`src/rtl/pnc_pkg.sv`:
```
// Package for the paste normalizer and chunker: sizes, payload and config types,
// character codes, and the marker byte table.
// Depends on nothing; every other file in rtl/ uses it by scoped names.
package pnc_pkg;

  // Largest chunk in bytes; the store holds one chunk plus the byte after it.
  localparam int CHUNK_MAX   = 16;
  localparam int STORE_DEPTH = CHUNK_MAX + 1;
  localparam int RING_AW     = $clog2(STORE_DEPTH);
  localparam int RING_DEPTH  = 2 ** RING_AW;
  localparam int FILL_W      = $clog2(STORE_DEPTH + 1);

  // Fixed field widths.
  localparam int BYTE_W       = 8;
  localparam int LEN_W        = 24;
  localparam int CHUNK_SIZE_W = 5;
  localparam int CFG_IDX_W    = 2;
  localparam int CFG_DATA_W   = 24;

  // Configuration register indexes.
  localparam logic [CFG_IDX_W-1:0] CFG_BRACKETED  = 2'd0;
  localparam logic [CFG_IDX_W-1:0] CFG_STRIP      = 2'd1;
  localparam logic [CFG_IDX_W-1:0] CFG_MAX_LENGTH = 2'd2;
  localparam logic [CFG_IDX_W-1:0] CFG_CHUNK_SIZE = 2'd3;

  // Character codes.
  localparam logic [BYTE_W-1:0] CH_TAB        = 8'h09;
  localparam logic [BYTE_W-1:0] CH_LF         = 8'h0A;
  localparam logic [BYTE_W-1:0] CH_CR         = 8'h0D;
  localparam logic [BYTE_W-1:0] CH_SPACE      = 8'h20;
  localparam logic [BYTE_W-1:0] CH_DEL        = 8'h7F;
  localparam logic [BYTE_W-1:0] UTF_CONT_MASK = 8'hC0;
  localparam logic [BYTE_W-1:0] UTF_CONT_TAG  = 8'h80;

  // Bracket markers are six bytes long.
  localparam int MARK_W = 3;
  localparam logic [MARK_W-1:0] MARK_LAST = 3'd5;

  typedef struct packed {
    logic [BYTE_W-1:0] in_byte;
    logic              first_byte;
    logic              last_byte;
    logic [LEN_W-1:0]  total_length;
  } pnc_in_t;

  typedef struct packed {
    logic [BYTE_W-1:0] out_byte;
    logic              chunk_end;
    logic              rejected;
    logic              run_last;
  } pnc_out_t;

  typedef struct packed {
    logic                    bracketed_mode;
    logic                    strip_controls;
    logic [LEN_W-1:0]        max_length;
    logic [CHUNK_SIZE_W-1:0] chunk_size;
  } pnc_cfg_t;

  // One write port and one read port of the chunk store.
  typedef struct packed {
    logic               we;
    logic [RING_AW-1:0] waddr;
    logic [BYTE_W-1:0]  wdata;
    logic               re;
    logic [RING_AW-1:0] raddr;
  } pnc_mem_req_t;

  // True for a UTF-8 continuation byte (10xxxxxx).
  function automatic logic is_cont(input logic [BYTE_W-1:0] b);
    return (b & UTF_CONT_MASK) == UTF_CONT_TAG;
  endfunction

  // Byte idx of the start marker ESC[200~ or the end marker ESC[201~.
  function automatic logic [BYTE_W-1:0] mark_byte(input logic is_end,
                                                  input logic [MARK_W-1:0] idx);
    logic [BYTE_W-1:0] b;
    unique case (idx)
      3'd0:    b = 8'h1B;
      3'd1:    b = 8'h5B;
      3'd2:    b = 8'h32;
      3'd3:    b = 8'h30;
      3'd4:    b = is_end ? 8'h31 : 8'h30;
      3'd5:    b = 8'h7E;
      default: b = 8'h00;
    endcase
    return b;
  endfunction

endpackage

```
`src/rtl/paste_normalize_chunker.sv`:
```
// Top level of the paste normalizer and chunker: config registers, sequencer and
// chunk store. Depends on pnc_pkg, pnc_cfg, pnc_ctrl and pnc_store.
//
//   Channel | Direction | Handshake           | Payload
//   --------+-----------+---------------------+-------------------------------
//   in      | input     | in_valid_i/in_stall_o   | pnc_in_t: one raw paste byte
//   out     | output    | out_valid_o/out_stall_i | pnc_out_t: one result byte
//   cfg     | input     | cfg_valid_i/cfg_ready_o | cfg_index_i, cfg_data_i
//
// One byte is in work at a time. A byte that is stored without a cut passes the
// write and check states, a control byte that is dropped or an LF merged into its
// CR only the check state, and a byte of a rejected paste none; the reject result
// itself passes the reject state. Each chunk byte sent passes a store read, then
// the output register, each marker byte its marker state, and each cut or flush a
// check state. The single read port of the chunk store sets the burst rate.
// Reset is asynchronous and active low; the store needs no clearing pass.
// A stall on the output holds the sequencer; the input is stalled while busy.
module paste_normalize_chunker (
  input  logic                           clk_i,
  input  logic                           rst_ni,
  input  logic                           in_valid_i,
  output logic                           in_stall_o,
  input  pnc_pkg::pnc_in_t               in_data_i,
  output logic                           out_valid_o,
  input  logic                           out_stall_i,
  output pnc_pkg::pnc_out_t              out_data_o,
  input  logic                           cfg_valid_i,
  output logic                           cfg_ready_o,
  input  logic [pnc_pkg::CFG_IDX_W-1:0]  cfg_index_i,
  input  logic [pnc_pkg::CFG_DATA_W-1:0] cfg_data_i
);

  pnc_pkg::pnc_cfg_t          cfg;
  pnc_pkg::pnc_mem_req_t      mem_req;
  logic [pnc_pkg::BYTE_W-1:0] mem_rdata;

  // Configuration registers.
  pnc_cfg u_cfg (
    .clk_i       (clk_i),
    .rst_ni      (rst_ni),
    .cfg_valid_i (cfg_valid_i),
    .cfg_ready_o (cfg_ready_o),
    .cfg_index_i (cfg_index_i),
    .cfg_data_i  (cfg_data_i),
    .cfg_o       (cfg)
  );

  // Normalizing and chunking sequencer.
  pnc_ctrl u_ctrl (
    .clk_i       (clk_i),
    .rst_ni      (rst_ni),
    .cfg_i       (cfg),
    .in_valid_i  (in_valid_i),
    .in_stall_o  (in_stall_o),
    .in_data_i   (in_data_i),
    .out_valid_o (out_valid_o),
    .out_stall_i (out_stall_i),
    .out_data_o  (out_data_o),
    .mem_req_o   (mem_req),
    .mem_rdata_i (mem_rdata)
  );

  // Chunk store.
  pnc_store u_store (
    .clk_i   (clk_i),
    .req_i   (mem_req),
    .rdata_o (mem_rdata)
  );

endmodule

```
`src/rtl/pnc_cfg.sv`:
```
// Configuration registers of the paste normalizer and chunker.
// Depends on pnc_pkg for the register indexes and the config struct.
module pnc_cfg (
  input  logic                           clk_i,
  input  logic                           rst_ni,
  input  logic                           cfg_valid_i,
  output logic                           cfg_ready_o,
  input  logic [pnc_pkg::CFG_IDX_W-1:0]  cfg_index_i,
  input  logic [pnc_pkg::CFG_DATA_W-1:0] cfg_data_i,
  output pnc_pkg::pnc_cfg_t              cfg_o
);

  pnc_pkg::pnc_cfg_t cfg_q, cfg_d;

  // Writes are always taken.
  assign cfg_ready_o = 1'b1;

  // Register decode; each register keeps only its own low bits.
  always_comb begin
    cfg_d = cfg_q;
    if (cfg_valid_i) begin
      unique case (cfg_index_i)
        pnc_pkg::CFG_BRACKETED:  cfg_d.bracketed_mode = cfg_data_i[0];
        pnc_pkg::CFG_STRIP:      cfg_d.strip_controls = cfg_data_i[0];
        pnc_pkg::CFG_MAX_LENGTH: cfg_d.max_length = cfg_data_i[pnc_pkg::LEN_W-1:0];
        pnc_pkg::CFG_CHUNK_SIZE: cfg_d.chunk_size = cfg_data_i[pnc_pkg::CHUNK_SIZE_W-1:0];
      endcase
    end
  end

  always_ff @(posedge clk_i or negedge rst_ni) begin
    if (!rst_ni) begin
      cfg_q.bracketed_mode <= 1'b1;
      cfg_q.strip_controls <= 1'b1;
      cfg_q.max_length     <= '1;
      cfg_q.chunk_size     <= '0;
    end else begin
      cfg_q <= cfg_d;
    end
  end

  assign cfg_o = cfg_q;

endmodule

```
`src/rtl/pnc_store.sv`:
```
// Chunk store: a ring of bytes with one write port and one registered read port.
// Depends on pnc_pkg for the ring size and the request struct.
module pnc_store (
  input  logic                       clk_i,
  input  pnc_pkg::pnc_mem_req_t      req_i,
  output logic [pnc_pkg::BYTE_W-1:0] rdata_o
);

  logic [pnc_pkg::BYTE_W-1:0] mem_q [pnc_pkg::RING_DEPTH];
  logic [pnc_pkg::BYTE_W-1:0] rdata_q;

  // Write port, and a read register that holds its data until the next read.
  always_ff @(posedge clk_i) begin
    if (req_i.we) begin
      mem_q[req_i.waddr] <= req_i.wdata;
    end
    if (req_i.re) begin
      rdata_q <= mem_q[req_i.raddr];
    end
  end

  assign rdata_o = rdata_q;

endmodule

```
`src/rtl/pnc_ctrl.sv`:
```
// Sequencer of the paste normalizer: normalizes each byte, keeps the paste state,
// writes the chunk store and walks it to send chunks, markers and rejects.
// Depends on pnc_pkg; drives the pnc_store request port.
module pnc_ctrl (
  input  logic                       clk_i,
  input  logic                       rst_ni,
  input  pnc_pkg::pnc_cfg_t          cfg_i,
  input  logic                       in_valid_i,
  output logic                       in_stall_o,
  input  pnc_pkg::pnc_in_t           in_data_i,
  output logic                       out_valid_o,
  input  logic                       out_stall_i,
  output pnc_pkg::pnc_out_t          out_data_o,
  output pnc_pkg::pnc_mem_req_t      mem_req_o,
  input  logic [pnc_pkg::BYTE_W-1:0] mem_rdata_i
);

  typedef enum logic [7:0] {
    S_IDLE  = 8'b0000_0001,
    S_REJ   = 8'b0000_0010,
    S_START = 8'b0000_0100,
    S_WRITE = 8'b0000_1000,
    S_CHECK = 8'b0001_0000,
    S_RD    = 8'b0010_0000,
    S_DATA  = 8'b0100_0000,
    S_ENDM  = 8'b1000_0000
  } pnc_state_e;

  localparam int FW = pnc_pkg::FILL_W;
  localparam int AW = pnc_pkg::RING_AW;
  localparam int DEPTH = pnc_pkg::STORE_DEPTH;

  pnc_state_e state_q, state_d;

  // Paste state.
  logic [FW-1:0]     fill_q, fill_d;
  logic [AW-1:0]     head_q, head_d;
  logic [DEPTH-1:0]  cont_q, cont_d;
  logic              pending_cr_q, pending_cr_d;
  logic              dropping_q, dropping_d;
  logic              sent_q, sent_d;

  // Current item and burst counters.
  logic [pnc_pkg::BYTE_W-1:0] byte_q, byte_d;
  logic                       have_q, have_d;
  logic                       last_q, last_d;
  logic [FW-1:0]              cnt_q, cnt_d;
  logic [FW-1:0]              len_q, len_d;
  logic [pnc_pkg::MARK_W-1:0] mcnt_q, mcnt_d;

  // Output register.
  logic              out_valid_q, out_valid_d;
  pnc_pkg::pnc_out_t out_q, out_d;
  logic              push, push_ok, clear_paste;

  logic [FW-1:0]              clen, cut_len, new_fill;
  logic [pnc_pkg::BYTE_W-1:0] c, nbyte;
  logic                       in_acc, too_big, drop_eff, after_cr, sent_eff, have_n;
  logic                       need_start, more_st, more_dt, chunk_last;

  assign in_stall_o = (state_q != S_IDLE);
  assign in_acc     = in_valid_i && !in_stall_o;
  assign push_ok    = !out_valid_q || !out_stall_i;

  // Effective chunk length: zero or too large selects the maximum.
  always_comb begin
    if (cfg_i.chunk_size == '0 ||
        cfg_i.chunk_size > pnc_pkg::CHUNK_SIZE_W'(pnc_pkg::CHUNK_MAX)) begin
      clen = FW'(pnc_pkg::CHUNK_MAX);
    end else begin
      clen = FW'(cfg_i.chunk_size);
    end
  end

  // Cut point: the highest lead byte position within one chunk length, else one.
  always_comb begin
    cut_len = FW'(1);
    for (int l = 1; l <= pnc_pkg::CHUNK_MAX; l++) begin
      if (FW'(l) <= clen && !cont_q[l]) begin
        cut_len = FW'(l);
      end
    end
  end

  // Normalization of the incoming byte against the paste state.
  always_comb begin
    c        = in_data_i.in_byte;
    too_big  = in_data_i.total_length > cfg_i.max_length;
    drop_eff = in_data_i.first_byte ? too_big : dropping_q;
    after_cr = in_data_i.first_byte ? 1'b0 : pending_cr_q;
    sent_eff = in_data_i.first_byte ? 1'b0 : sent_q;
    nbyte    = (c == pnc_pkg::CH_LF) ? pnc_pkg::CH_CR : c;
    if (c == pnc_pkg::CH_CR || c == pnc_pkg::CH_TAB) begin
      have_n = 1'b1;
    end else if (c == pnc_pkg::CH_LF) begin
      have_n = !after_cr;
    end else if (c < pnc_pkg::CH_SPACE || c == pnc_pkg::CH_DEL) begin
      have_n = cfg_i.bracketed_mode || !cfg_i.strip_controls;
    end else begin
      have_n = 1'b1;
    end
    need_start = !drop_eff && have_n && cfg_i.bracketed_mode && !sent_eff;
  end

  // Look-ahead for the run_last flag.
  assign new_fill   = fill_q - len_q;
  assign more_st    = last_q || (fill_q >= clen);
  assign more_dt    = (have_q && new_fill > clen) || (last_q && (new_fill != '0 || sent_q));
  assign chunk_last = (cnt_q == len_q - FW'(1));

  // Main sequencer.
  always_comb begin
    state_d      = state_q;
    fill_d       = fill_q;
    head_d       = head_q;
    cont_d       = cont_q;
    pending_cr_d = pending_cr_q;
    dropping_d   = dropping_q;
    sent_d       = sent_q;
    byte_d       = byte_q;
    have_d       = have_q;
    last_d       = last_q;
    cnt_d        = cnt_q;
    len_d        = len_q;
    mcnt_d       = mcnt_q;
    out_d        = out_q;
    push         = 1'b0;
    clear_paste  = 1'b0;
    mem_req_o.we    = 1'b0;
    mem_req_o.waddr = head_q + fill_q[AW-1:0];
    mem_req_o.wdata = byte_q;
    mem_req_o.re    = 1'b0;
    mem_req_o.raddr = head_q + cnt_q[AW-1:0];

    unique case (state_q)
      S_IDLE: begin
        if (in_acc) begin
          byte_d = nbyte;
          last_d = in_data_i.last_byte;
          have_d = !drop_eff && have_n;
          mcnt_d = '0;
          if (in_data_i.first_byte) begin
            fill_d       = '0;
            sent_d       = 1'b0;
            pending_cr_d = 1'b0;
            dropping_d   = too_big;
          end
          if (!drop_eff) begin
            pending_cr_d = (c == pnc_pkg::CH_CR);
          end
          priority if (in_data_i.first_byte && too_big) begin
            state_d = S_REJ;
          end else if (drop_eff) begin
            clear_paste = in_data_i.last_byte;
          end else if (need_start) begin
            sent_d  = 1'b1;
            state_d = S_START;
          end else if (have_n) begin
            state_d = S_WRITE;
          end else begin
            state_d = S_CHECK;
          end
        end
      end

      // Single reject result; the rest of the paste is dropped.
      S_REJ: begin
        if (push_ok) begin
          push        = 1'b1;
          out_d       = '{out_byte: '0, chunk_end: 1'b0, rejected: 1'b1, run_last: 1'b1};
          clear_paste = last_q;
          state_d     = S_IDLE;
        end
      end

      S_START: begin
        if (push_ok) begin
          push  = 1'b1;
          out_d = '{out_byte: pnc_pkg::mark_byte(1'b0, mcnt_q),
                    chunk_end: (mcnt_q == pnc_pkg::MARK_LAST),
                    rejected: 1'b0,
                    run_last: (mcnt_q == pnc_pkg::MARK_LAST) && !more_st};
          if (mcnt_q == pnc_pkg::MARK_LAST) begin
            state_d = S_WRITE;
          end else begin
            mcnt_d = mcnt_q + pnc_pkg::MARK_W'(1);
          end
        end
      end

      // Append the byte at the tail of the ring.
      S_WRITE: begin
        mem_req_o.we             = 1'b1;
        cont_d[fill_q[AW-1:0]]   = pnc_pkg::is_cont(byte_q);
        fill_d                   = fill_q + FW'(1);
        state_d                  = S_CHECK;
      end

      // Choose the next burst: a cut, the final flush, the end marker, or done.
      S_CHECK: begin
        cnt_d  = '0;
        mcnt_d = '0;
        priority if (have_q && fill_q > clen) begin
          len_d   = cut_len;
          state_d = S_RD;
        end else if (last_q && fill_q != '0) begin
          len_d   = fill_q;
          state_d = S_RD;
        end else if (last_q && sent_q) begin
          state_d = S_ENDM;
        end else begin
          clear_paste = last_q;
          state_d     = S_IDLE;
        end
      end

      S_RD: begin
        mem_req_o.re = 1'b1;
        state_d      = S_DATA;
      end

      // Present one stored byte; at the end of the chunk drop it from the ring.
      S_DATA: begin
        if (push_ok) begin
          push  = 1'b1;
          out_d = '{out_byte: mem_rdata_i, chunk_end: chunk_last, rejected: 1'b0,
                    run_last: chunk_last && !more_dt};
          if (chunk_last) begin
            head_d  = head_q + len_q[AW-1:0];
            fill_d  = new_fill;
            cont_d  = cont_q >> len_q;
            state_d = S_CHECK;
          end else begin
            cnt_d   = cnt_q + FW'(1);
            state_d = S_RD;
          end
        end
      end

      S_ENDM: begin
        if (push_ok) begin
          push  = 1'b1;
          out_d = '{out_byte: pnc_pkg::mark_byte(1'b1, mcnt_q),
                    chunk_end: (mcnt_q == pnc_pkg::MARK_LAST),
                    rejected: 1'b0,
                    run_last: (mcnt_q == pnc_pkg::MARK_LAST)};
          if (mcnt_q == pnc_pkg::MARK_LAST) begin
            clear_paste = 1'b1;
            state_d     = S_IDLE;
          end else begin
            mcnt_d = mcnt_q + pnc_pkg::MARK_W'(1);
          end
        end
      end

      default: begin
        state_d = S_IDLE;
      end
    endcase

    // End of paste resets the paste state.
    if (clear_paste) begin
      fill_d       = '0;
      pending_cr_d = 1'b0;
      dropping_d   = 1'b0;
      sent_d       = 1'b0;
    end
  end

  // The output register refills only when empty or being taken.
  always_comb begin
    if (push) begin
      out_valid_d = 1'b1;
    end else if (!out_stall_i) begin
      out_valid_d = 1'b0;
    end else begin
      out_valid_d = out_valid_q;
    end
  end

  always_ff @(posedge clk_i or negedge rst_ni) begin
    if (!rst_ni) begin
      state_q      <= S_IDLE;
      fill_q       <= '0;
      head_q       <= '0;
      pending_cr_q <= 1'b0;
      dropping_q   <= 1'b0;
      sent_q       <= 1'b0;
      have_q       <= 1'b0;
      last_q       <= 1'b0;
      cnt_q        <= '0;
      len_q        <= '0;
      mcnt_q       <= '0;
      out_valid_q  <= 1'b0;
    end else begin
      state_q      <= state_d;
      fill_q       <= fill_d;
      head_q       <= head_d;
      pending_cr_q <= pending_cr_d;
      dropping_q   <= dropping_d;
      sent_q       <= sent_d;
      have_q       <= have_d;
      last_q       <= last_d;
      cnt_q        <= cnt_d;
      len_q        <= len_d;
      mcnt_q       <= mcnt_d;
      out_valid_q  <= out_valid_d;
    end
  end

  // Payload registers.
  always_ff @(posedge clk_i) begin
    byte_q <= byte_d;
    cont_q <= cont_d;
    if (push) begin
      out_q <= out_d;
    end
  end

  assign out_valid_o = out_valid_q;
  assign out_data_o  = out_q;

  // The ring never holds more than one chunk plus one byte.
  a_fill_bound: assert property (@(posedge clk_i) disable iff (!rst_ni)
    fill_q <= FW'(DEPTH))
    else $error("chunk store overfilled");

  // A byte is only appended while there is room for it.
  a_write_room: assert property (@(posedge clk_i) disable iff (!rst_ni)
    (state_q == S_WRITE) |-> (fill_q < FW'(DEPTH)))
    else $error("write into a full chunk store");

  // A read stays inside the burst and inside the held bytes.
  a_read_range: assert property (@(posedge clk_i) disable iff (!rst_ni)
    (state_q == S_RD) |-> (len_q != '0 && len_q <= fill_q && cnt_q < len_q))
    else $error("chunk read out of range");

  // A reject is only sent for a paste marked as dropped.
  a_reject_drop: assert property (@(posedge clk_i) disable iff (!rst_ni)
    (state_q == S_REJ) |-> dropping_q)
    else $error("reject without a dropped paste");

endmodule

```
`config.mk`:
```
export PLATFORM = sky130hd
export DESIGN_NAME = paste_normalize_chunker
export DESIGN_NICKNAME = d
export VERILOG_FILES = /design/src/rtl/pnc_pkg.sv /design/src/rtl/paste_normalize_chunker.sv /design/src/rtl/pnc_cfg.sv /design/src/rtl/pnc_store.sv /design/src/rtl/pnc_ctrl.sv
export SDC_FILE = /design/constraint.sdc
export NUM_CORES = 1
export LEC_CHECK = 0
export BUFFER_PORTS_ARGS = -buffer_cell sky130_fd_sc_hd__buf_2
export CAP_MARGIN = 10
export CORE_ASPECT_RATIO = 1.1
export CORE_MARGIN = 4
export CORE_UTILIZATION = 35
export DETAILED_ROUTE_END_ITERATION = 8
export PLACE_DENSITY = 0.56
export REMOVE_ABC_BUFFERS = 1
export SLEW_MARGIN = 20
export SYNTH_ARGS = -nofsm -noshare
export SYNTH_HDL_FRONTEND = slang
export SYNTH_HIERARCHICAL = 1
export SYNTH_SLANG_ARGS = --single-unit
export TNS_END_PERCENT = 1
```
`constraint.sdc`:
```
create_clock -name clk_i -period 3.55 [get_ports clk_i]
set_clock_uncertainty 0.05 [all_clocks]
set_input_delay 0.8875 -clock clk_i [delete_from_list [all_inputs] [get_ports clk_i]]
set_output_delay 0.8875 -clock clk_i [all_outputs]
set_load 0.05 [all_outputs]
```
==> impl_metrics.csv <==
group,metric,value,unit
outcome,status,"finished clean",
grt,overflow,0,
floorplan,rows,86,
place,routabilityCongestion,0.869,
sta,tightest_slew,1.02,ns
routing,final_antenna_net_count,0,
sta,fmax,318,MHz
critical_path,crit_arrival,3.40,ns
clocking,holdBufCountCts,0,
sta,worst_slack,0.402,ns
clocking,clk_pin_slew_worst_paths,0.06,ns
floorplan,die_y,245,um
clocking,clkLatencyLatePin,0.55,ns
synth,syn_inst,1258,
cells_and_area,n_fill_cell,4580,
synth,avgSynthCellArea,14.2,um2
floorplan,dieArea,54700,um2
clocking,h-tree-depth,2,
grt,grt_max_degree,69,
power_and_ir_drop,p_per_area,638,nW/um2
clocking,cts.sink_count,366,
routing,finalWirelength,44.9,mm
min_path,hold_path_class,"primary input to asynchronous set/reset pin",
floorplan,pin_count,79,
clocking,cts_root_buf,"clkbuf_16",
critical_path,slowest_stage,"mux4_2",
place,port_buffers,77,
cells_and_area,antenna_cells,0,
routing,vias,11100,
critical_path,cp_max_fo,64,
routing,drc,0,
place,dp.cells,2000,
sta,finalHoldViolCount,0,
critical_path,r2r_end,"u_store/rdata_o[6]",
critical_path,path_cells,"ha_4 -> inv_1 -> fa_1 -> xnor2_2 -> buf_12 -> mux4_2 -> mux4_2 -> mux2_2",
sta,slew_violations,0,
synth,ys_seq_area_share,59.9,%
routing,wire_per_inst,21.7,um
critical_path,r2r_slack,0.40,ns
grt,grt_usage,16.3,%
power_and_ir_drop,power_leakage,7.47,nW
sta,slew_headroom,32.1,%
synth,syn_area,17800,um2
place,dpl.hpwl,30.1,mm
clocking,clock_path_buffers,3,
critical_path,crit_required,3.80,ns
grt,antenna_found_initial,0,
critical_path,r2r_start,"u_ctrl/cnt_q[0]",
routing,dr.pass1.iters,5,
cells_and_area,area_growth_syn_to_layout,16.0,%
place,dp_worst_setup_slack,0.395,ns
floorplan,core,50300,um2
synth,synth_seq_cells,366,
synth,postSynth.asyncResetShare,18.6,%
cells_and_area,final_cells,2073,
flow_run,max_cap_viol_count,0,
grt,grt_pass1_wl,68.9,mm
synth,yosys_warnings,6,
cells_and_area,drive_above_1_share,26.9,%
synth,ys_types,81,
synth,synthFlopType,"edfxtp_1",
floorplan,die_w,223,um
place,place_area,19300,um2
sta,finalCriticalPeriod,3.15,ns
synth,synth-edff-count,298,
cells_and_area,final_cell_area,20700,um2
critical_path,max_stage_delay,0.51,ns
routing,routed_via_density,5.36,
clocking,postCtsSetupBuffers,0,
clocking,cts_tree,"built",
clocking,numCtsBuffers,41,
routing,drt_iter0_drc,895,
floorplan,start_util,35.5,%
critical_path,cp-start-kind,"register",
critical_path,r2r_cells,8,
grt,grt_pass1_vias,11300,
sta,setup_viol,0,
critical_path,critical_path_class,"register to register",
power_and_ir_drop,vdd_drop_max,0.412,mV
power_and_ir_drop,power.total,13.2,mW
cells_and_area,fin_nets,1510,
clocking,cts-resized-gates,0,
sta,rsz0062_at_grt,"no",
critical_path,end_kind,"register",
critical_path,worst_path_most_repeated_cell,"mux4_2",
sta,post-route-period-util,88.7,%
per-stage QoR:
step / hold slack (ns) / utilization, % / TNS (ns)
after floorplan: 0.429 / - / -17.64
after global placement: 0.445 / 38.5 / 0
after CTS: 0.302 / 41.2 / 0
after detailed placement: 0.452 / 38.5 / 0
final: 0.324 / 41.2 / 0
after global routing: 0.337 / 41.2 / 0
cell type report:
cell class / instances / area (um2) / share of cell area, %
clock buffers: 48 / 1070 / 5.19
clock inverters: 25 / 283 / 1.37
inverters: 62 / 233 / 1.12
multi-input cells: 768 / 6660 / 32.2
flip-flops and latches: 366 / 10700 / 51.6
well taps: 660 / 826 / 3.99
repair buffers: 144 / 938 / 4.53
routing by layer:
layer  global-route usage (%)  vias up  share of wire (%)
met4                     4.73        0                2.4
met1                     21.2     5626                 42
met2                     28.0      328                 50
met5                        0        -                  0
li1                         -     5088                  -
met3                     2.88       68                5.8
sequential cells by signal, summed over array words and instances (netlist names):
| register | cells |
|---|---|
| u_ctrl/fill_q | 5 |
| u_ctrl/byte_q | 8 |
| u_ctrl/head_q | 5 |
| u_cfg/cfg_o | 31 |
| u_ctrl/sent_q | 1 |
| u_ctrl/out_data_o | 11 |
| u_ctrl/cont_q | 15 |
| u_ctrl/out_valid_o | 1 |
| u_ctrl/mcnt_q | 3 |
| u_ctrl/have_q | 1 |
| u_ctrl/cnt_q | 5 |
| u_store/rdata_o | 8 |
| u_ctrl/dropping_q | 1 |
| u_ctrl/pending_cr_q | 1 |
| u_ctrl/len_q | 5 |
| u_ctrl/state_q | 8 |
| u_ctrl/last_q | 1 |
| u_store/mem_q | 256 |
cell usage after synthesis (11+ instances only):
| library cell | n | area share [%] |
|---|---|---|
| a22o_1 | 11 | 0.54 |
| nor2_1 | 106 | 2.2 |
| nor2b_1 | 13 | 0.46 |
| xnor2_1 | 15 | 0.74 |
| ha_1 | 58 | 4.1 |
| a21o_1 | 14 | 0.59 |
| dfstp_2 | 27 | 4.0 |
| o21ai_0 | 46 | 1.3 |
| nand4_1 | 17 | 0.60 |
| mux2_4 | 20 | 1.7 |
| mux4_2 | 82 | 10 |
| xor2_1 | 12 | 0.59 |
| edfxtp_1 | 298 | 50 |
| clkbuf_1 | 35 | 0.74 |
| mux2_2 | 23 | 1.5 |
| nand3_1 | 26 | 0.73 |
| nor3_1 | 18 | 0.50 |
| nand3b_1 | 11 | 0.46 |
| nand2b_1 | 11 | 0.39 |
| a21oi_1 | 69 | 1.9 |
| dfrtp_1 | 41 | 5.7 |
| inv_1 | 60 | 1.3 |
| nand2_1 | 78 | 1.6 |
worst max-delay path, delay by kind of cell, from the launching register on:
kind,cells,cell delay (ns)
xor gates and xnor gates,1,0.20
adders and majority gates,2,0.58
DFF,1,0.46
muxes,3,1.15
buffers and inverters,2,0.39
cell usage in the layout (no fill, tap or decap), types with 23 or more instances in the layout:
cell type and count:
a21oi_1 69, buf_2 77, buf_4 63, clkbuf_16 42, dfrtp_1 41, dfstp_2 27
edfxtp_1 298, ha_1 57, inv_1 60, mux2_2 23, mux4_2 82, nand2_1 78
nand3_1 26, nor2_1 106, o21ai_0 46
logic make-up (layout without fill, tap and decap cells):
| logic type | after synthesis | after routing | synth area share, % |
|---|---|---|---|
| DFF | 366 | 366 | 59.9 |
| and+or+nand+nor | 322 | 322 | 8.97 |
| AOI/OAI and AO/OA | 219 | 219 | 8.08 |
| muxes | 135 | 135 | 14.0 |
| buffers and inverters | 124 | 279 | 2.97 |
| adders and majority gates | 62 | 62 | 4.51 |
| xor gates and xnor gates | 29 | 29 | 1.54 |
| other | 1 | 1 | 0.0210 |
how the worst max path moves through the flow:
| stage | startpoint | end | slack (ns) | cells past startpoint |
|---|---|---|---|---|
| 6_report | u_ctrl/cnt_q[0] | u_store/rdata_o[6] | 0.40 | 8 |
| 5_1_grt | u_cfg/cfg_o[0] | u_ctrl/len_q[4] | 0.22 | 12 |
| 3_3_place_gp | u_ctrl/cnt_q[0] | u_store/rdata_o[2] | 0.44 | 8 |
| 2_1_floorplan | u_ctrl/cnt_q[0] | u_store/rdata_o[0] | -2.20 | 7 |
| 3_5_place_dp | u_ctrl/head_q[0] | u_store/rdata_o[2] | 0.40 | 8 |
| 4_1_cts | u_ctrl/head_q[0] | u_store/rdata_o[4] | 0.40 | 8 |
where the power goes:
part,leakage [nW],switching (mW),internal [mW],total [mW]
clock,0.648,1.70,2.54,4.25
sequential,3.52,0.397,5.15,5.54
combinational,3.30,2.11,1.30,3.41
Power figures use the tool's default switching activity.
